**src/skvt_pkg.sv**
```systemverilog
// ----------------------------------------------------------------------------
// skvt_pkg: shared types and constants of the sorted key-value table
// Port field widths, parameter defaults, command and status codes.
// ----------------------------------------------------------------------------
`default_nettype none

package skvt_pkg;

  // Port field widths
  localparam int unsigned CMD_W    = 2;
  localparam int unsigned KEY_W    = 32;
  localparam int unsigned VALUE_W  = 32;
  localparam int unsigned COUNT_W  = 5;
  localparam int unsigned STATUS_W = 2;

  // Parameter defaults
  localparam int unsigned DEF_CAPACITY   = 16;
  localparam int unsigned DEF_KEY_BITS   = 32;
  localparam int unsigned DEF_VALUE_BITS = 32;

  typedef enum logic [CMD_W-1:0] {
    CMD_INSERT = 2'd0,
    CMD_LOOKUP = 2'd1,
    CMD_REMOVE = 2'd2
  } cmd_e;

  typedef enum logic [STATUS_W-1:0] {
    ST_OK        = 2'd0,
    ST_DUP       = 2'd1,
    ST_NOT_FOUND = 2'd2,
    ST_FULL      = 2'd3
  } status_e;

endpackage

`default_nettype wire

```
**src/skvt_mem.sv**
```systemverilog
// ----------------------------------------------------------------------------
// skvt_mem: entry storage
// Simple dual-port RAM, one write and one registered read per cycle.
// ----------------------------------------------------------------------------
`default_nettype none

module skvt_mem #(
  parameter int unsigned DEPTH = 16,
  parameter int unsigned WIDTH = 64
) (
  input  wire logic                     clk_i,
  input  wire logic                     we_i,
  input  wire logic [$clog2(DEPTH)-1:0] waddr_i,
  input  wire logic [WIDTH-1:0]         wdata_i,
  input  wire logic [$clog2(DEPTH)-1:0] raddr_i,
  output      logic [WIDTH-1:0]         rdata_o
);

  logic [WIDTH-1:0] mem_q [DEPTH];

  always_ff @(posedge clk_i) begin
    if (we_i) begin
      mem_q[waddr_i] <= wdata_i;
    end
  end

  always_ff @(posedge clk_i) begin
    rdata_o <= mem_q[raddr_i];
  end

endmodule

`default_nettype wire

```
**src/sorted_key_value_table.sv**
```systemverilog
// ----------------------------------------------------------------------------
// sorted_key_value_table: bounded table of key-value pairs in ascending order
// Time from the accepting edge to the rising output valid grows with the
//   occupancy taken before the request: a lookup runs a linear scan, and an
//   insert or a remove runs a linear scan and then a one-entry-per-cycle shift
//   through the single RAM port pair.
// Requests: one at a time; the next request is taken once the result sits in
//   the output register, and the result waits for that register while the
//   output is stalled.
// Reset clears the entry count and the handshake state; the RAM is not cleared.
// ----------------------------------------------------------------------------
`default_nettype none

module sorted_key_value_table #(
  parameter int unsigned CAPACITY   = skvt_pkg::DEF_CAPACITY,
  parameter int unsigned KEY_BITS   = skvt_pkg::DEF_KEY_BITS,
  parameter int unsigned VALUE_BITS = skvt_pkg::DEF_VALUE_BITS
) (
  input  wire logic                           clk_i,
  input  wire logic                           rst_ni,
  input  wire logic                           in_valid_i,
  output      logic                           in_stall_o,
  input  wire logic [skvt_pkg::CMD_W-1:0]     cmd_i,
  input  wire logic [skvt_pkg::KEY_W-1:0]     key_i,
  input  wire logic [skvt_pkg::VALUE_W-1:0]   value_i,
  output      logic                           out_valid_o,
  input  wire logic                           out_stall_i,
  output      logic                           found_o,
  output      logic [skvt_pkg::VALUE_W-1:0]   value_out_o,
  output      logic [skvt_pkg::COUNT_W-1:0]   entry_count_o,
  output      logic [skvt_pkg::STATUS_W-1:0]  status_o
);

  import skvt_pkg::*;

  localparam int unsigned KW = (KEY_BITS < KEY_W) ? KEY_BITS : KEY_W;
  localparam int unsigned VW = (VALUE_BITS < VALUE_W) ? VALUE_BITS : VALUE_W;
  localparam int unsigned IW = $clog2(CAPACITY);
  localparam int unsigned CW = $clog2(CAPACITY + 1);

  typedef enum logic [6:0] {
    S_IDLE     = 7'b0000001,
    S_SCAN     = 7'b0000010,
    S_DECIDE   = 7'b0000100,
    S_SHIFT_UP = 7'b0001000,
    S_PUT      = 7'b0010000,
    S_SHIFT_DN = 7'b0100000,
    S_DONE     = 7'b1000000
  } state_e;

  state_e          state_q, state_d;
  logic [CW-1:0]   occ_q, occ_d;
  logic            out_valid_q, out_valid_d;

  logic [CMD_W-1:0] cmd_q, cmd_d;
  logic [KW-1:0]   key_q, key_d;
  logic [VW-1:0]   val_q, val_d;
  logic [IW-1:0]   idx_q, idx_d;
  logic [CW-1:0]   pos_q, pos_d;
  logic            present_q, present_d;
  logic [VW-1:0]   rvalue_q, rvalue_d;
  status_e         status_q, status_d;

  logic               out_found_q, out_found_d;
  logic [VALUE_W-1:0] out_value_q, out_value_d;
  logic [COUNT_W-1:0] out_count_q, out_count_d;
  status_e            out_status_q, out_status_d;

  logic              mem_we;
  logic [IW-1:0]     mem_waddr;
  logic [KW+VW-1:0]  mem_wdata;
  logic [IW-1:0]     mem_raddr;
  logic [KW+VW-1:0]  mem_rdata;
  logic [KW-1:0]     rd_key;
  logic [VW-1:0]     rd_val;

  assign rd_key = mem_rdata[KW+VW-1:VW];
  assign rd_val = mem_rdata[VW-1:0];

  skvt_mem #(
    .DEPTH (CAPACITY),
    .WIDTH (KW + VW)
  ) u_mem (
    .clk_i   (clk_i),
    .we_i    (mem_we),
    .waddr_i (mem_waddr),
    .wdata_i (mem_wdata),
    .raddr_i (mem_raddr),
    .rdata_o (mem_rdata)
  );

  always_comb begin
    state_d      = state_q;
    occ_d        = occ_q;
    out_valid_d  = out_valid_q && out_stall_i;
    cmd_d        = cmd_q;
    key_d        = key_q;
    val_d        = val_q;
    idx_d        = idx_q;
    pos_d        = pos_q;
    present_d    = present_q;
    rvalue_d     = rvalue_q;
    status_d     = status_q;
    out_found_d  = out_found_q;
    out_value_d  = out_value_q;
    out_count_d  = out_count_q;
    out_status_d = out_status_q;
    mem_we       = 1'b0;
    mem_waddr    = '0;
    mem_wdata    = mem_rdata;
    mem_raddr    = '0;

    case (state_q)
      S_IDLE: begin
        if (in_valid_i) begin
          cmd_d     = cmd_i;
          key_d     = KW'(key_i);
          val_d     = VW'(value_i);
          idx_d     = '0;
          pos_d     = '0;
          present_d = 1'b0;
          rvalue_d  = '0;
          state_d   = (occ_q == '0) ? S_DECIDE : S_SCAN;
        end
      end

      S_SCAN: begin
        // read ahead; rdata holds entry idx_q
        mem_raddr = idx_q + IW'(1);
        if (rd_key >= key_q) begin
          pos_d     = CW'(idx_q);
          present_d = (rd_key == key_q);
          if ((rd_key == key_q) && (cmd_q == CMD_LOOKUP)) begin
            rvalue_d = rd_val;
          end
          state_d = S_DECIDE;
        end else if (CW'(idx_q) + CW'(1) == occ_q) begin
          pos_d   = occ_q;
          state_d = S_DECIDE;
        end else begin
          idx_d = idx_q + IW'(1);
        end
      end

      S_DECIDE: begin
        case (cmd_q)
          CMD_INSERT: begin
            if (present_q) begin
              status_d = ST_DUP;
              state_d  = S_DONE;
            end else if (occ_q == CW'(CAPACITY)) begin
              status_d = ST_FULL;
              state_d  = S_DONE;
            end else begin
              status_d = ST_OK;
              if (pos_q == occ_q) begin
                state_d = S_PUT;
              end else begin
                // move entries up, starting at the last one
                mem_raddr = IW'(occ_q - CW'(1));
                idx_d     = IW'(occ_q - CW'(1));
                state_d   = S_SHIFT_UP;
              end
            end
          end
          CMD_LOOKUP: begin
            status_d = present_q ? ST_OK : ST_NOT_FOUND;
            state_d  = S_DONE;
          end
          CMD_REMOVE: begin
            if (!present_q) begin
              status_d = ST_NOT_FOUND;
              state_d  = S_DONE;
            end else begin
              status_d = ST_OK;
              if (pos_q + CW'(1) == occ_q) begin
                occ_d   = occ_q - CW'(1);
                state_d = S_DONE;
              end else begin
                mem_raddr = IW'(pos_q + CW'(1));
                idx_d     = IW'(pos_q + CW'(1));
                state_d   = S_SHIFT_DN;
              end
            end
          end
          default: begin
            status_d = ST_OK;
            state_d  = S_DONE;
          end
        endcase
      end

      S_SHIFT_UP: begin
        mem_we    = 1'b1;
        mem_waddr = idx_q + IW'(1);
        mem_wdata = mem_rdata;
        if (CW'(idx_q) == pos_q) begin
          state_d = S_PUT;
        end else begin
          mem_raddr = idx_q - IW'(1);
          idx_d     = idx_q - IW'(1);
        end
      end

      S_PUT: begin
        mem_we    = 1'b1;
        mem_waddr = IW'(pos_q);
        mem_wdata = {key_q, val_q};
        occ_d     = occ_q + CW'(1);
        state_d   = S_DONE;
      end

      S_SHIFT_DN: begin
        mem_we    = 1'b1;
        mem_waddr = idx_q - IW'(1);
        mem_wdata = mem_rdata;
        if (CW'(idx_q) + CW'(1) == occ_q) begin
          occ_d   = occ_q - CW'(1);
          state_d = S_DONE;
        end else begin
          mem_raddr = idx_q + IW'(1);
          idx_d     = idx_q + IW'(1);
        end
      end

      S_DONE: begin
        // hold until the output register is free
        if (!out_valid_q || !out_stall_i) begin
          out_valid_d  = 1'b1;
          out_found_d  = present_q;
          out_value_d  = VALUE_W'(rvalue_q);
          out_count_d  = COUNT_W'(occ_q);
          out_status_d = status_q;
          state_d      = S_IDLE;
        end
      end

      default: begin
        state_d = S_IDLE;
      end
    endcase
  end

  always_ff @(posedge clk_i or negedge rst_ni) begin
    if (!rst_ni) begin
      state_q     <= S_IDLE;
      occ_q       <= '0;
      out_valid_q <= 1'b0;
    end else begin
      state_q     <= state_d;
      occ_q       <= occ_d;
      out_valid_q <= out_valid_d;
    end
  end

  always_ff @(posedge clk_i) begin
    cmd_q        <= cmd_d;
    key_q        <= key_d;
    val_q        <= val_d;
    idx_q        <= idx_d;
    pos_q        <= pos_d;
    present_q    <= present_d;
    rvalue_q     <= rvalue_d;
    status_q     <= status_d;
    out_found_q  <= out_found_d;
    out_value_q  <= out_value_d;
    out_count_q  <= out_count_d;
    out_status_q <= out_status_d;
  end

  assign in_stall_o    = (state_q != S_IDLE);
  assign out_valid_o   = out_valid_q;
  assign found_o       = out_found_q;
  assign value_out_o   = out_value_q;
  assign entry_count_o = out_count_q;
  assign status_o      = out_status_q;

  a_occ_bound : assert property (@(posedge clk_i) disable iff (!rst_ni)
    occ_q <= CW'(CAPACITY))
    else $error("entry count exceeds capacity");

  a_dup_found : assert property (@(posedge clk_i) disable iff (!rst_ni)
    (out_valid_o && (status_o == ST_DUP)) |-> found_o)
    else $error("duplicate status without found");

  a_full_count : assert property (@(posedge clk_i) disable iff (!rst_ni)
    (out_valid_o && (status_o == ST_FULL)) |->
      (!found_o && (entry_count_o == COUNT_W'(CAPACITY))))
    else $error("full status with table not full");

  a_ready_result : assert property (@(posedge clk_i) disable iff (!rst_ni)
    $fell(in_stall_o) |-> out_valid_o)
    else $error("request finished without a result");

endmodule

`default_nettype wire
```
**config.mk**
```make
export PLATFORM = sky130hd
export DESIGN_NAME = sorted_key_value_table
export DESIGN_NICKNAME = d
export VERILOG_FILES = /design/src/skvt_pkg.sv /design/src/skvt_mem.sv /design/src/sorted_key_value_table.sv
export SDC_FILE = /design/constraint.sdc
export NUM_CORES = 2
export LEC_CHECK = 0
export BUFFER_PORTS_ARGS = -buffer_cell sky130_fd_sc_hd__clkbuf_2
export CORE_MARGIN = 1
export CORE_UTILIZATION = 59
export DETAILED_ROUTE_END_ITERATION = 12
export PLACE_DENSITY = 0.76
export SYNTH_ARGS = -nofsm -noshare
export SYNTH_HDL_FRONTEND = slang
export SYNTH_SLANG_ARGS = --single-unit
```
**constraint.sdc**
```tcl
create_clock -name clk_i -period 19.6 [get_ports clk_i]
set_input_delay 2.94 -clock clk_i [delete_from_list [all_inputs] [get_ports clk_i]]
set_output_delay 2.94 -clock clk_i [all_outputs]
set_load 0.005 [all_outputs]
```
==> results.md <==
- TritonRoute pass-1 iters: 8
- Max Cap Viol: 0
- Worst slew pin tran: 1.24 ns
- Area grow syn2layout: 11.2%
- Clock transition at the registers of the reported paths: ~0.060 ns
- Vias in the first global route: between 30k and 40k
- Syn. warnings: 0
- Port bufs: 111
- Top cells by area, synth: edfxtp_1, nand2_1, a21oi_1, nor2_1, dfxtp_1
- Critical-path cell with the highest stage delay: nor4_4
- Die Height: ~290 um
- Worst Skew: between 0.02 and 0.025 ns
- Seq/Total Area, Yosys: 0.743
- Leak Pwr: a little under 20 nW
- Hold/Removal Path Class: flip-flop to flip-flop
- DP HPWL: between 60 and 70 mm
- Total wire length: 126 mm
- Max Slew Vio Count: 0
- Sequential Power Share: 0.433
- Clk pwr share: 0.265
- CTS tree: yes
- Crit path capture type: output pin
- Fmax: 0.171 GHz
- CP Launch Type: flip-flop
- Maximum VDD drop: 275 uV
- Fin. Hold Viols: 0
- Crit-path max FO: 26
- Post-layout util: 0.668
- Crit-path leading delay family: simple AND/OR/NAND/NOR gates
- Number of synthesized flops with an enable pin: 1174
- Number of fill cells in the layout: 5594
- Initial antenna violation count: 1
- Switching power: roughly 0.0029 W
- Worst-Skew Late Latency: between 0.7 and 0.8 ns
- Slew HR: 0.177
- Commonest non-fill, non-tap cells in the layout: edfxtp_1, nand2_1, nor2_1, a21oi_1, nor3_1
- # resized after CTS: 0
- Async set-or-reset flop fraction in the synthesized netlist: 0.0104
- Int Power: approximately 0.0056 W
- ANT nets after route: 0
- Cts hold-fix bufs: 0
- DRC viols: 0
- Leading cell type in the layout, fill and taps excluded: edfxtp_1
- Mapped Nets: just under 4k
- GRT overflow: 0
- Pin count of the biggest net entering global routing: between 200 and 250
- First-pass GRT wire length: 187 mm
- Fin crit share: 0.298
- Mapped cell area: a little under 0.05 sq mm
- Top cell type's share of synthesized area: 0.711
- Pwr dens: 154 mW/mm^2
- CTS H-tree depth: 3
- Inserted Diodes: 0
- Via/cell ratio: roughly 6.4
- Worst Path Required: 16.66 ns
- I/O Pins: about 110
- Worst path bufs/invs: 3
- Gr usage total: 0.294
- Vias: about 32k
- CP cell instances: nor4_4, buf_4, and3_1, inv_1, clkbuf_2
- Synth area leader: edfxtp_1
- Yosys reg bits: approximately 1.3k
- Gate power share: 0.302
- Endpoints failing setup: 0
- Max stage delay on crit path: 0.76 ns
- Drt initial violations: 4156
- Crit Path Class: flip-flop to output pin
- Sink Count: around 1.3k
- Clock Path Buffers: 3
- Number of setup buffers added after CTS: 0
- Status: finished clean
- Nets: around 4.0k
- Post-Syn Instances: 3816
- Finished Cell Area: approximately 0.055 sq mm
- RePlAce Congestion: approximately 0.92
- Placement-stage cell area: approximately 0.051 sq mm
- RSZ-0062 raised after global routing: false
- Drt wl/cell: ~25 um
- Top FF cell, synth: edfxtp_1
- Fraction of layout cells with a size suffix above 1: 0.107
- Chip width: a little under 300 um
- Synth unique cells: between 70 and 80
- Switching part of the total: 0.343
- Die footprint: roughly 0.085 sq mm
- Core ar.: approximately 0.083 sq mm
- Initial core utilization: 0.600
- Crit path DAT: between 2 and 3 ns
- Root buf cell: clkbuf_16
- Total CTS buffers: 118
- Setup TNS: 0 ns
- Mean Syn Cell Area: ~13 sq um
- Post-layout minimum cycle time: just under 6 ns
- Row count: roughly 110
synthesized netlist by cell type, drive strengths merged, types with 48 or more instances:
master and count:
buf 141, dfxtp 64, o22ai 67, nor3 126, o221ai 65, nand2 798
clkbuf 90, edfxtp 1174, a21oi 383, inv 48, nor4 65, a22oi 60
nor2 418
cell families (layout without fill, tap and decap cells):
family	count (synthesis)	count (layout)	synth area share
simple gates	1502	1502	0.126
fa+ha+maj	43	43	0.0108
mux	32	32	0.00666
compound gates	682	682	0.0830
flops	1251	1251	0.743
buf+inv	279	455	0.0250
xor+xnor	27	27	0.00507
final timing paths:
path / cells after the start / endpoint / startpoint / slack (ns)
max in group asynchronous: 1 / state_q[0] / rst_ni / 17.17
min reg2reg: 0 / value_out_o[2] / rvalue_q[2] / 0.42
min: 0 / value_out_o[2] / rvalue_q[2] / 0.42
max reg2reg: 13 / u_mem.rdata_o[23] / idx_q[1] / 14.12
min in group asynchronous: 1 / out_valid_o / rst_ni / 2.13
max: 5 / in_stall_o / state_q[5] / 13.77
state kept, by name, summed over array words and instances, names as in the netlist:
register       flops
u_mem.mem_q     1024
u_mem.rdata_o     64
key_q             32
rvalue_q          32
val_q             32
value_out_o       32
state_q            7
entry_count_o      5
occ_q              5
pos_q              5
idx_q              4
cmd_q              2
status_o           2
status_q           2
found_o            1
out_valid_o        1
present_q          1
routing by layer:
metal	vias to the layer above	part of all wire	GRT usage
met3	390	0.098	0.0455
met5	-	0.000056	0
met4	2	0.040	0.121
li1	14100	-	-
met1	15700	0.38	0.391
met2	1940	0.49	0.488
power by group through the flow:
stage	sequential, W	combinational [W]	clock [W]
3_3_place_gp	0.00372	0.00240	0
3_5_place_dp	0.00372	0.00250	0
2_1_floorplan	0.00365	0.00176	0
4_1_cts	0.00367	0.00252	0.00227
5_1_grt	0.00369	0.00278	0.00237
6_report	0.00367	0.00256	0.00225
metrics by stage:
step | setup WS, ns | power, W | std cells | hold slack [ns]
CTS | 13.77 | 0.00846 | 5062 | 0.416
global placement | 14.26 | 0.00612 | 4842 | 0.401
detailed placement | 14.26 | 0.00622 | 4842 | 0.405
finish | 13.77 | 0.00848 | 5062 | 0.416
global route | 13.66 | 0.00884 | 5062 | 0.423
floorplan | 12.52 | 0.00541 | 3816 | 0.400
area by class of cell:
class                           instances  area (sq um)  area share
Sequential cell                      1251         36900       0.668
Multi-Input combinational cell       2286         11800       0.213
Clock buffer                          175          3450      0.0626
Tap cell                             1070          1340      0.0243
Timing Repair Buffer                  187          1180      0.0213
Clock inverter                         45           403     0.00730
Inverter                               48           181     0.00329
Power figures use the tool's default switching activity.
